<file path="src/rtl/qsort_pkg.sv">
package qsort_pkg;

    // element width, fixed by the data format
    localparam int DATA_W    = 32;
    // default store depth
    localparam int DEPTH_DEF = 64;

    // sequencer states
    typedef enum logic [4:0] {
        ST_LOAD,
        ST_INIT,
        ST_PIV_RD,
        ST_PIV_LD,
        ST_UP_STEP,
        ST_UP_CHK,
        ST_DN_STEP,
        ST_DN_CHK,
        ST_SWAP_A,
        ST_SWAP_B,
        ST_FIN_A,
        ST_FIN_B,
        ST_DECIDE,
        ST_POP,
        ST_POP_LD,
        ST_EMIT_RD,
        ST_OUT_LD,
        ST_OUT_WAIT
    } ctrl_state_t;

    // datapath commands
    typedef enum logic [4:0] {
        OP_NONE,
        OP_LOAD,
        OP_INIT,
        OP_PIV_RD,
        OP_PIV_LD,
        OP_UP_STEP,
        OP_UP_DONE,
        OP_DN_STEP,
        OP_DN_DONE,
        OP_SWAP_A,
        OP_SWAP_B,
        OP_FIN_A,
        OP_FIN_B,
        OP_DECIDE,
        OP_POP_RD,
        OP_POP_LD,
        OP_EMIT_RD,
        OP_OUT_LD,
        OP_OUT_NEXT,
        OP_FINISH
    } dp_op_t;

    // datapath status back to the sequencer
    typedef struct packed {
        logic cnt_gt1;     // more than one element held
        logic up_scan;     // upward scan continues
        logic dn_scan;     // downward scan continues
        logic up_lt_down;  // indices have not crossed
        logic more;        // smaller subrange still needs splitting
        logic sp_zero;     // range stack empty
        logic stk_lt;      // popped range has lo below hi
        logic emit_last;   // current output index is the last element
    } dp_status_t;

endpackage

</file>
<file path="src/rtl/quicksort_engine.sv">
// quicksort_engine: loads signed 32-bit values, one beat per cycle, into an
// on-chip element store until a beat with final_item set, then sorts the set
// ascending in place (first element of each range as pivot, two-index
// partition, pending ranges on a small range stack) and streams the sorted
// values out, one beat per element, with run_end on the last one. Values past
// DEPTH are dropped and every output beat of that set shows overflowed. The
// input stalls from the final beat until the last sorted beat is taken.
// Sorting speed is set by the element memory, which has one write port and
// one registered read port: each partition reads the elements it compares
// one at a time, and each swap costs two writes and the restart of both
// scans. An already sorted set is the slowest case. No clearing pass is
// needed after reset.
module quicksort_engine
#(
    parameter int DEPTH = qsort_pkg::DEPTH_DEF
)
(
    input  logic                                 clk,
    input  logic                                 rst_n,
    // input channel
    input  logic                                 in_valid,
    output logic                                 in_stall,
    input  logic signed [qsort_pkg::DATA_W-1:0]  sample_value,
    input  logic                                 final_item,
    // output channel
    output logic                                 out_valid,
    input  logic                                 out_stall,
    output logic signed [qsort_pkg::DATA_W-1:0]  sorted_value,
    output logic                                 run_end,
    output logic                                 overflowed
);
    import qsort_pkg::*;

    // command and status between sequencer and datapath
    dp_op_t     op;
    dp_status_t st;

    // sequencer: load, partition, pop and emit phases
    qsort_ctrl u_ctrl
    (
        .clk        (clk),
        .rst_n      (rst_n),
        .in_valid   (in_valid),
        .final_item (final_item),
        .out_stall  (out_stall),
        .st         (st),
        .in_stall   (in_stall),
        .op         (op)
    );

    // datapath: element store, range stack, scan indices, output register
    qsort_datapath
    #(
        .DEPTH (DEPTH)
    )
    u_datapath
    (
        .clk          (clk),
        .rst_n        (rst_n),
        .op           (op),
        .sample_value (sample_value),
        .st           (st),
        .sorted_value (sorted_value),
        .run_end      (run_end),
        .overflowed   (overflowed),
        .out_valid    (out_valid)
    );

endmodule

</file>
<file path="src/rtl/qsort_ctrl.sv">
module qsort_ctrl
(
    input  logic                   clk,
    input  logic                   rst_n,
    input  logic                   in_valid,
    input  logic                   final_item,
    input  logic                   out_stall,
    input  qsort_pkg::dp_status_t  st,
    output logic                   in_stall,
    output qsort_pkg::dp_op_t      op
);
    import qsort_pkg::*;

    ctrl_state_t state_reg;
    ctrl_state_t state_next;

    always_ff @(posedge clk or negedge rst_n)
    begin
        if (!rst_n)
        begin
            state_reg <= ST_LOAD;
        end
        else
        begin
            state_reg <= state_next;
        end
    end

    always_comb
    begin
        state_next = state_reg;
        op         = OP_NONE;
        in_stall   = 1'b1;
        case (state_reg)
            ST_LOAD:
            begin
                in_stall = 1'b0;
                if (in_valid)
                begin
                    op = OP_LOAD;
                    if (final_item)
                    begin
                        state_next = ST_INIT;
                    end
                end
            end
            ST_INIT:
            begin
                op         = OP_INIT;
                state_next = st.cnt_gt1 ? ST_PIV_RD : ST_EMIT_RD;
            end
            ST_PIV_RD:
            begin
                op         = OP_PIV_RD;
                state_next = ST_PIV_LD;
            end
            ST_PIV_LD:
            begin
                op         = OP_PIV_LD;
                state_next = ST_UP_STEP;
            end
            ST_UP_STEP:
            begin
                op         = OP_UP_STEP;
                state_next = ST_UP_CHK;
            end
            ST_UP_CHK:
            begin
                if (st.up_scan)
                begin
                    op = OP_UP_STEP;
                end
                else
                begin
                    op         = OP_UP_DONE;
                    state_next = ST_DN_STEP;
                end
            end
            ST_DN_STEP:
            begin
                op         = OP_DN_STEP;
                state_next = ST_DN_CHK;
            end
            ST_DN_CHK:
            begin
                if (st.dn_scan)
                begin
                    op = OP_DN_STEP;
                end
                else
                begin
                    op         = OP_DN_DONE;
                    state_next = st.up_lt_down ? ST_SWAP_A : ST_FIN_A;
                end
            end
            ST_SWAP_A:
            begin
                op         = OP_SWAP_A;
                state_next = ST_SWAP_B;
            end
            ST_SWAP_B:
            begin
                op         = OP_SWAP_B;
                state_next = ST_UP_STEP;
            end
            ST_FIN_A:
            begin
                op         = OP_FIN_A;
                state_next = ST_FIN_B;
            end
            ST_FIN_B:
            begin
                op         = OP_FIN_B;
                state_next = ST_DECIDE;
            end
            ST_DECIDE:
            begin
                op         = OP_DECIDE;
                state_next = st.more ? ST_PIV_RD : ST_POP;
            end
            ST_POP:
            begin
                if (st.sp_zero)
                begin
                    state_next = ST_EMIT_RD;
                end
                else
                begin
                    op         = OP_POP_RD;
                    state_next = ST_POP_LD;
                end
            end
            ST_POP_LD:
            begin
                op         = OP_POP_LD;
                state_next = st.stk_lt ? ST_PIV_RD : ST_POP;
            end
            ST_EMIT_RD:
            begin
                op         = OP_EMIT_RD;
                state_next = ST_OUT_LD;
            end
            ST_OUT_LD:
            begin
                op         = OP_OUT_LD;
                state_next = ST_OUT_WAIT;
            end
            ST_OUT_WAIT:
            begin
                if (!out_stall)
                begin
                    if (st.emit_last)
                    begin
                        op         = OP_FINISH;
                        state_next = ST_LOAD;
                    end
                    else
                    begin
                        op         = OP_OUT_NEXT;
                        state_next = ST_OUT_LD;
                    end
                end
            end
            default:
            begin
                state_next = ST_LOAD;
            end
        endcase
    end

endmodule

</file>
<file path="src/rtl/qsort_datapath.sv">
module qsort_datapath
#(
    parameter int DEPTH = qsort_pkg::DEPTH_DEF
)
(
    input  logic                                 clk,
    input  logic                                 rst_n,
    input  qsort_pkg::dp_op_t                    op,
    input  logic signed [qsort_pkg::DATA_W-1:0]  sample_value,
    output qsort_pkg::dp_status_t                st,
    output logic signed [qsort_pkg::DATA_W-1:0]  sorted_value,
    output logic                                 run_end,
    output logic                                 overflowed,
    output logic                                 out_valid
);
    import qsort_pkg::*;

    localparam int AW = (DEPTH > 1) ? $clog2(DEPTH) : 1;
    localparam int CW = $clog2(DEPTH + 1);

    // storage
    logic signed [DATA_W-1:0] elem_mem [DEPTH];
    logic        [2*AW-1:0]   stk_mem  [DEPTH];
    logic signed [DATA_W-1:0] rd_data_reg;
    logic        [2*AW-1:0]   stk_rd_reg;

    // control registers
    logic [CW-1:0] count_reg, count_next;
    logic [CW-1:0] sp_reg, sp_next;
    logic          ovf_reg, ovf_next;
    logic          out_valid_reg, out_valid_next;

    // payload registers
    logic [AW-1:0]            lo_reg, lo_next;
    logic [AW-1:0]            hi_reg, hi_next;
    logic [AW-1:0]            up_reg, up_next;
    logic [AW-1:0]            down_reg, down_next;
    logic [AW-1:0]            k_reg, k_next;
    logic                     first_reg, first_next;
    logic signed [DATA_W-1:0] pivot_reg, pivot_next;
    logic signed [DATA_W-1:0] uval_reg, uval_next;
    logic signed [DATA_W-1:0] dval_reg, dval_next;
    logic signed [DATA_W-1:0] out_data_reg, out_data_next;
    logic                     run_end_reg, run_end_next;
    logic                     out_ovf_reg, out_ovf_next;

    // memory ports
    logic                     mem_we;
    logic [AW-1:0]            mem_wa;
    logic signed [DATA_W-1:0] mem_wd;
    logic [AW-1:0]            mem_ra;
    logic                     stk_we;
    logic [AW-1:0]            stk_wa;
    logic [2*AW-1:0]          stk_wd;
    logic                     stk_re;
    logic [AW-1:0]            stk_ra;

    // derived values
    logic [CW-1:0] n_last_full;
    logic [AW-1:0] n_last;
    logic [CW-1:0] sp_m1;
    logic [AW-1:0] dn_addr;
    logic [AW-1:0] left_len;
    logic [AW-1:0] right_len;
    logic          left_ge;
    logic          left_big;
    logic          right_big;
    logic          can_push;

    assign n_last_full = count_reg - CW'(1);
    assign n_last      = n_last_full[AW-1:0];
    assign sp_m1       = sp_reg - CW'(1);
    assign dn_addr     = first_reg ? hi_reg : (down_reg - AW'(1));
    assign left_len    = down_reg - lo_reg;
    assign right_len   = hi_reg - down_reg;
    assign left_ge     = (left_len >= right_len);
    assign left_big    = (left_len > AW'(1));
    assign right_big   = (right_len > AW'(1));
    assign can_push    = (sp_reg < CW'(DEPTH));

    assign st.cnt_gt1    = (count_reg > CW'(1));
    assign st.up_scan    = (up_reg < hi_reg) && (rd_data_reg <= pivot_reg);
    assign st.dn_scan    = (rd_data_reg > pivot_reg);
    assign st.up_lt_down = (up_reg < down_reg);
    assign st.more       = left_ge ? right_big : left_big;
    assign st.sp_zero    = (sp_reg == '0);
    assign st.stk_lt     = (stk_rd_reg[2*AW-1:AW] < stk_rd_reg[AW-1:0]);
    assign st.emit_last  = (k_reg == n_last);

    assign sorted_value = out_data_reg;
    assign run_end      = run_end_reg;
    assign overflowed   = out_ovf_reg;
    assign out_valid    = out_valid_reg;

    always_comb
    begin
        count_next     = count_reg;
        sp_next        = sp_reg;
        ovf_next       = ovf_reg;
        out_valid_next = out_valid_reg;
        lo_next        = lo_reg;
        hi_next        = hi_reg;
        up_next        = up_reg;
        down_next      = down_reg;
        k_next         = k_reg;
        first_next     = first_reg;
        pivot_next     = pivot_reg;
        uval_next      = uval_reg;
        dval_next      = dval_reg;
        out_data_next  = out_data_reg;
        run_end_next   = run_end_reg;
        out_ovf_next   = out_ovf_reg;
        mem_we         = 1'b0;
        mem_wa         = '0;
        mem_wd         = '0;
        mem_ra         = '0;
        stk_we         = 1'b0;
        stk_wa         = sp_reg[AW-1:0];
        stk_wd         = '0;
        stk_re         = 1'b0;
        stk_ra         = sp_m1[AW-1:0];
        case (op)
            OP_LOAD:
            begin
                if (count_reg < CW'(DEPTH))
                begin
                    mem_we     = 1'b1;
                    mem_wa     = count_reg[AW-1:0];
                    mem_wd     = sample_value;
                    count_next = count_reg + CW'(1);
                end
                else
                begin
                    ovf_next = 1'b1;
                end
            end
            OP_INIT:
            begin
                lo_next = '0;
                hi_next = n_last;
                k_next  = '0;
                sp_next = '0;
            end
            OP_PIV_RD:
            begin
                mem_ra = lo_reg;
            end
            OP_PIV_LD:
            begin
                pivot_next = rd_data_reg;
                up_next    = lo_reg;
                first_next = 1'b1;
            end
            OP_UP_STEP:
            begin
                up_next = up_reg + AW'(1);
                mem_ra  = up_reg + AW'(1);
            end
            OP_UP_DONE:
            begin
                uval_next = rd_data_reg;
            end
            OP_DN_STEP:
            begin
                down_next  = dn_addr;
                mem_ra     = dn_addr;
                first_next = 1'b0;
            end
            OP_DN_DONE:
            begin
                dval_next = rd_data_reg;
            end
            OP_SWAP_A:
            begin
                mem_we = 1'b1;
                mem_wa = up_reg;
                mem_wd = dval_reg;
            end
            OP_SWAP_B:
            begin
                mem_we = 1'b1;
                mem_wa = down_reg;
                mem_wd = uval_reg;
            end
            OP_FIN_A:
            begin
                mem_we = 1'b1;
                mem_wa = lo_reg;
                mem_wd = dval_reg;
            end
            OP_FIN_B:
            begin
                mem_we = 1'b1;
                mem_wa = down_reg;
                mem_wd = pivot_reg;
            end
            OP_DECIDE:
            begin
                // push the larger side, keep splitting the smaller one
                if (left_ge)
                begin
                    if (left_big && can_push)
                    begin
                        stk_we  = 1'b1;
                        stk_wd  = {lo_reg, down_reg - AW'(1)};
                        sp_next = sp_reg + CW'(1);
                    end
                    if (right_big)
                    begin
                        lo_next = down_reg + AW'(1);
                    end
                end
                else
                begin
                    if (right_big && can_push)
                    begin
                        stk_we  = 1'b1;
                        stk_wd  = {down_reg + AW'(1), hi_reg};
                        sp_next = sp_reg + CW'(1);
                    end
                    if (left_big)
                    begin
                        hi_next = down_reg - AW'(1);
                    end
                end
            end
            OP_POP_RD:
            begin
                stk_re  = 1'b1;
                sp_next = sp_m1;
            end
            OP_POP_LD:
            begin
                lo_next = stk_rd_reg[2*AW-1:AW];
                hi_next = stk_rd_reg[AW-1:0];
            end
            OP_EMIT_RD:
            begin
                mem_ra = k_reg;
            end
            OP_OUT_LD:
            begin
                out_data_next  = rd_data_reg;
                run_end_next   = (k_reg == n_last);
                out_ovf_next   = ovf_reg;
                out_valid_next = 1'b1;
            end
            OP_OUT_NEXT:
            begin
                k_next         = k_reg + AW'(1);
                mem_ra         = k_reg + AW'(1);
                out_valid_next = 1'b0;
            end
            OP_FINISH:
            begin
                out_valid_next = 1'b0;
                count_next     = '0;
                ovf_next       = 1'b0;
                sp_next        = '0;
            end
            default:
            begin
                mem_we = 1'b0;
            end
        endcase
    end

    always_ff @(posedge clk or negedge rst_n)
    begin
        if (!rst_n)
        begin
            count_reg     <= '0;
            sp_reg        <= '0;
            ovf_reg       <= 1'b0;
            out_valid_reg <= 1'b0;
        end
        else
        begin
            count_reg     <= count_next;
            sp_reg        <= sp_next;
            ovf_reg       <= ovf_next;
            out_valid_reg <= out_valid_next;
        end
    end

    always_ff @(posedge clk)
    begin
        lo_reg       <= lo_next;
        hi_reg       <= hi_next;
        up_reg       <= up_next;
        down_reg     <= down_next;
        k_reg        <= k_next;
        first_reg    <= first_next;
        pivot_reg    <= pivot_next;
        uval_reg     <= uval_next;
        dval_reg     <= dval_next;
        out_data_reg <= out_data_next;
        run_end_reg  <= run_end_next;
        out_ovf_reg  <= out_ovf_next;
    end

    // element store, one write and one registered read
    always_ff @(posedge clk)
    begin
        if (mem_we)
        begin
            elem_mem[mem_wa] <= mem_wd;
        end
        rd_data_reg <= elem_mem[mem_ra];
    end

    // range stack
    always_ff @(posedge clk)
    begin
        if (stk_we)
        begin
            stk_mem[stk_wa] <= stk_wd;
        end
        if (stk_re)
        begin
            stk_rd_reg <= stk_mem[stk_ra];
        end
    end

`ifndef NO_ASSERTIONS
    a_down_above_lo: assert property (@(posedge clk) disable iff (!rst_n)
        (op == OP_DN_STEP && !first_reg) |-> (down_reg > lo_reg))
        else $error("downward scan would pass range start");

    a_swap_ordered: assert property (@(posedge clk) disable iff (!rst_n)
        (op == OP_SWAP_A) |-> (up_reg < down_reg))
        else $error("swap issued with crossed indices");

    a_pop_nonempty: assert property (@(posedge clk) disable iff (!rst_n)
        (op == OP_POP_RD) |-> (sp_reg != '0))
        else $error("pop from empty range stack");

    a_split_range: assert property (@(posedge clk) disable iff (!rst_n)
        (op == OP_PIV_RD) |-> (lo_reg < hi_reg))
        else $error("partition started on a range shorter than two");
`endif

endmodule

</file>
<file path="config.mk">
export PLATFORM = sky130hd
export DESIGN_NAME = quicksort_engine
export DESIGN_NICKNAME = d
export VERILOG_FILES = /design/src/rtl/qsort_pkg.sv /design/src/rtl/quicksort_engine.sv /design/src/rtl/qsort_ctrl.sv /design/src/rtl/qsort_datapath.sv
export SDC_FILE = /design/constraint.sdc
export NUM_CORES = 2
export LEC_CHECK = 0
export CORE_MARGIN = 5
export CORE_UTILIZATION = 57
export DETAILED_ROUTE_END_ITERATION = 10
export DONT_BUFFER_PORTS = 1
export PLACE_DENSITY_LB_ADDON = 0.1
export SLEW_MARGIN = 25
export SYNTH_ARGS = -nofsm -noshare
export SYNTH_HDL_FRONTEND = slang
export SYNTH_SLANG_ARGS = --single-unit
</file>
<file path="constraint.sdc">
create_clock -name clk -period 7.1 [get_ports clk]
set_input_delay 0.355 -clock clk [delete_from_list [all_inputs] [get_ports clk]]
set_output_delay 0.355 -clock clk [all_outputs]
set_load 0.005 [all_outputs]
</file>
==> tab_implementation.tex <==
\begin{tabular}{lr}
\hline
Metric & Value \\
\hline
\multicolumn{2}{l}{\textbf{Synth}} \\
Most used flip-flop cell after synthesis & sky130\_fd\_sc\_hd\_\_edfxtp\_1 \\
Synth top area cells & sky130\_fd\_sc\_hd\_\_edfxtp\_1 75\%, sky130\_fd\_sc\_hd\_\_mux4\_2 6.3\%, sky130\_fd\_sc\_hd\_\_nand2\_1 3.5\% \\
Proportion of netlist area held by the largest area contributor & 74.9\% \\
Number of instances in the synthesized netlist & 7126 \\
Async SR Flop Fraction & 0.690\% \\
Post-synthesis cell type with the largest combined area & sky130\_fd\_sc\_hd\_\_edfxtp\_1 \\
Avg Cell Area, Syn & 16.8 um\^{}2 \\
Most instantiated library cell after synthesis & sky130\_fd\_sc\_hd\_\_edfxtp\_1 \\
Post-synth EDFFs & 2989 \\
Count of cell types in the netlist & 81 \\
Synth warnings & 0 \\
Ranking of synthesized cells by instance count & 2989 x sky130\_fd\_sc\_hd\_\_edfxtp\_1, 1120 x sky130\_fd\_sc\_hd\_\_nand2\_1, 390 x sky130\_fd\_sc\_hd\_\_mux2i\_1, 337 x sky130\_fd\_sc\_hd\_\_mux4\_2, 276 x sky130\_fd\_sc\_hd\_\_nand3\_1 \\
Netlist Area Pre-Place & 120000 um\^{}2 \\
Post-synthesis net count & 7237 \\
Sequential fraction of the synthesis area & 75.9\% \\
Number of synthesized register bits & 3042 \\
\multicolumn{2}{l}{\textbf{Timing}} \\
Final count of pins violating max slew & 0 \\
Setup repair after global routing missed its margin & false \\
Worst Setup Slack, final & 0.678 ns \\
Maximum clock skew at final layout & 0.0529 ns \\
Min Tclk post-route & 6.42 ns \\
Final Hold Vio Count & 0 \\
Maximum achievable frequency & 0.156 GHz \\
Endpoints failing setup & 0 \\
Total Negative Setup Slacks & 0 ns \\
Actual slew at the worst max-slew pin & 1.15 ns \\
Final Cycle Share & 90.4\% \\
Worst slew margin relative to its limit & 23.0\% \\
\multicolumn{2}{l}{\textbf{Setup path}} \\
Element type at the critical path start & flop \\
CP Data Required Time & 7.86 ns \\
CP cell instances & inv\_1, ha\_1, nand4\_1, nor3\_1, a21oi\_1, a21oi\_1, nand3\_1, o221ai\_4, buf\_12, buf\_12, buf\_4, mux2i\_1, o22ai\_1, o21ai\_0, and4\_1, nand3\_1 \\
CP peak stage delay & 0.97 ns \\
Critical Path Start & u\_datapath.pivot\_reg[31]\$\_DFFE\_PP\_ \\
Cell family with the largest share of critical-path delay & compound AO/OA/AOI/OAI gates \\
R2R depth & 16 \\
Top fanout value on the critical path & 50 \\
Number of cells on the critical path & 16 \\
Critical Path Slowest Stage Cell & sky130\_fd\_sc\_hd\_\_o221ai\_4 \\
Crit path buf inv count & 4 \\
Arr. time, crit path & 7.19 ns \\
Crit. End Element & flop \\
Critical Setup Path Class & reg2reg \\
Launch instance of the worst register-to-register path & u\_datapath.pivot\_reg[31]\$\_DFFE\_PP\_ \\
\multicolumn{2}{l}{\textbf{Route}} \\
ANT nets after route & 0 \\
DRC marker count from the first detailed-route iteration & 10.7k \\
Via Count & 69.6k \\
Drc violations & 0 \\
Detailed Routing Iterations Pass 1 & 8 \\
Ratio of routed vias to standard cells & 6.66 \\
Total Wirelength & 344000 um \\
Detailed-route wire length per cell & 33.0 um \\
\multicolumn{2}{l}{\textbf{Clock tree}} \\
Clock buffers created by TritonCTS & 319 \\
Clock insertion delay at the later pin of the skew report & 0.95 ns \\
Number of hold buffers added after CTS & 11 \\
Maximum buffer depth of the clock tree & 4 \\
Number of instances resized during post-cts repair & 0 \\
CTS tree & built \\
Clock tree root buffer cell & sky130\_fd\_sc\_hd\_\_clkbuf\_16 \\
Clock transition at the registers of the reported paths & 0.06 ns \\
Setup repair bufs after CTS & 0 \\
Level count of the clock H-tree & 5 \\
Total number of clock tree sinks & 3042 \\
\multicolumn{2}{l}{\textbf{Floorplanning}} \\
Site Rows & 168 \\
CORE AREA & 209000 um\^{}2 \\
Height of the die & 468 um \\
Number of placed I/O pins & 73 \\
Initial standard-cell utilization of the core & 57.2\% \\
Die Span X & 468 um \\
Die area & 219000 um\^{}2 \\
\multicolumn{2}{l}{\textbf{Global routing}} \\
Global routing usage on met2 & 45.7\% \\
Global routing met3 resource utilization & 8.38\% \\
Total routing usage reported by global routing & 31.3\% \\
Antenna violations before repair & 28 \\
Total congestion overflow & 0 \\
Busiest metal layer after global routing & met1 \\
Maximum number of pins on one net before global-route repair & 121 \\
First-pass GRT wire length & 490000 um \\
Via count of the first global-routing pass & 66.7k \\
M1 GR Usage & 46.8\% \\
\multicolumn{2}{l}{\textbf{Job}} \\
Max-capacitance violation count & 0 \\
\multicolumn{2}{l}{\textbf{Outcome}} \\
Outcome & finished clean \\
\multicolumn{2}{l}{\textbf{Place}} \\
Final GP Congestion & 0.923 \\
Dpl hpwl & 213000 um \\
Worst slack, placed & 0.900 ns \\
Cells after DPL & 9869 \\
IO Port Bufs & 0 \\
\multicolumn{2}{l}{\textbf{Finish}} \\
Post-layout instance count excluding filler cells & 10.4k \\
Share of final-layout standard cells stronger than drive strength 1 & 16.3\% \\
Largest register FFs & 2048 \\
Area grow syn2layout & 13.0\% \\
Registers with the highest flip-flop counts & u\_datapath.elem\_mem (2048), u\_datapath.stk\_mem (768) \\
Register bank with the most flops & u\_datapath.elem\_mem \\
Fin util & 64.6\% \\
Net total in the final layout & 7509 \\
\multicolumn{2}{l}{\textbf{Hold path}} \\
Start point of the worst min-delay path & sample\_value[22] \\
Worst Hold Class & in2reg \\
Worst Hold Path Cells & 2 \\
\multicolumn{2}{l}{\textbf{Power and ir drop}} \\
Power per standard cell area & 455 nW/um\^{}2 \\
Total Power Consumption & 61.6 mW \\
Max rail drop VDD & 0.000433 V \\
Leakage & 43.8 nW \\
\hline
\end{tabular}
-- final cells by class --
class	instances	area [um^2]
flip-flops and latches	3042	90900
well taps	2805	3510
fillers	14500	74000
inverters	75	282
repair buffers	349	3070
clock buffers	405	8450
clock inverters	145	1100
multi-input cells	3611	28000
diodes	6	15.0
-- report_power, final --
| group | total, mW | switching, mW | internal (mW) | leakage (nW) |
|---|---|---|---|---|
| Sequential | 22.3 | 0.568 | 21.7 | 27.5 |
| Combinational | 23.7 | 16.3 | 7.43 | 11.6 |
| Clock | 15.6 | 6.62 | 8.99 | 4.69 |
-- worst paths after layout --
path                       slack (ns)                                     to
max reg2reg                      0.68      u_datapath.rd_data_reg[2]$_DFF_P_
min                              0.12  u_datapath.elem_mem[28][22]$_DFFE_PP_
min in group asynchronous        0.54    u_datapath.count_reg[0]$_DFFE_PN0P_
max                              0.68      u_datapath.rd_data_reg[2]$_DFF_P_
min reg2reg                      0.48        u_datapath.overflowed$_DFFE_PP_
max in group asynchronous        6.39       u_datapath.sp_reg[0]$_DFFE_PN0P_
-- cells in the final DEF, fill, tap and decap left out, types with 27 or more instances in the layout --
master                      instances
sky130_fd_sc_hd__and4_1            27
sky130_fd_sc_hd__a222oi_1          33
sky130_fd_sc_hd__nor3_1            28
sky130_fd_sc_hd__and3_1           174
sky130_fd_sc_hd__o21ai_0          156
sky130_fd_sc_hd__clkbuf_1          76
sky130_fd_sc_hd__nor2_4            72
sky130_fd_sc_hd__inv_1             74
sky130_fd_sc_hd__a31oi_1           96
sky130_fd_sc_hd__o22ai_1          182
sky130_fd_sc_hd__nand2_1         1084
sky130_fd_sc_hd__nand3_1          272
sky130_fd_sc_hd__o2111ai_1         56
sky130_fd_sc_hd__buf_12            31
sky130_fd_sc_hd__a21oi_1           69
sky130_fd_sc_hd__clkbuf_16        323
sky130_fd_sc_hd__nor2_1           145
sky130_fd_sc_hd__dfxtp_1           32
sky130_fd_sc_hd__clkinv_2          46
sky130_fd_sc_hd__mux4_2           337
sky130_fd_sc_hd__buf_4            307
sky130_fd_sc_hd__clkinv_1          72
sky130_fd_sc_hd__mux2i_1          390
sky130_fd_sc_hd__a22oi_1           57
sky130_fd_sc_hd__nand4_1           56
sky130_fd_sc_hd__ha_1              71
sky130_fd_sc_hd__edfxtp_1        2989
-- cells by family (layout without fill, tap and decap cells) --
| logic type | count (synthesis) | after routing | share of synthesized area [%] |
|---|---|---|---|
| AO/OA/AOI/OAI | 788 | 788 | 4.38 |
| AND/OR/NAND/NOR | 1977 | 1977 | 7.31 |
| other | 0 | 6 | 0 |
| multiplexers | 728 | 728 | 9.60 |
| buffers and inverters | 473 | 974 | 1.66 |
| XOR/XNOR | 44 | 44 | 0.356 |
| adder cells (fa/ha/maj) | 74 | 74 | 0.785 |
| flip-flops | 3042 | 3042 | 75.9 |
-- stage by stage --
step	hold WS [ns]	instance area, um^2
5_1_grt	0.136	135000
4_1_cts	0.0436	135000
2_1_floorplan	0.0594	120000
6_report	0.121	135000
3_5_place_dp	0.0602	126000
3_3_place_gp	0.0600	125000
-- metal layers --
| metal | wire length [um] | vias up |
|---|---|---|
| met3 | 44700 | 693 |
| met5 | 32 | - |
| met4 | 11900 | 6 |
| met2 | 152000 | 4487 |
| li1 | - | 28600 |
| met1 | 135000 | 35800 |
Power figures use the tool's default switching activity.
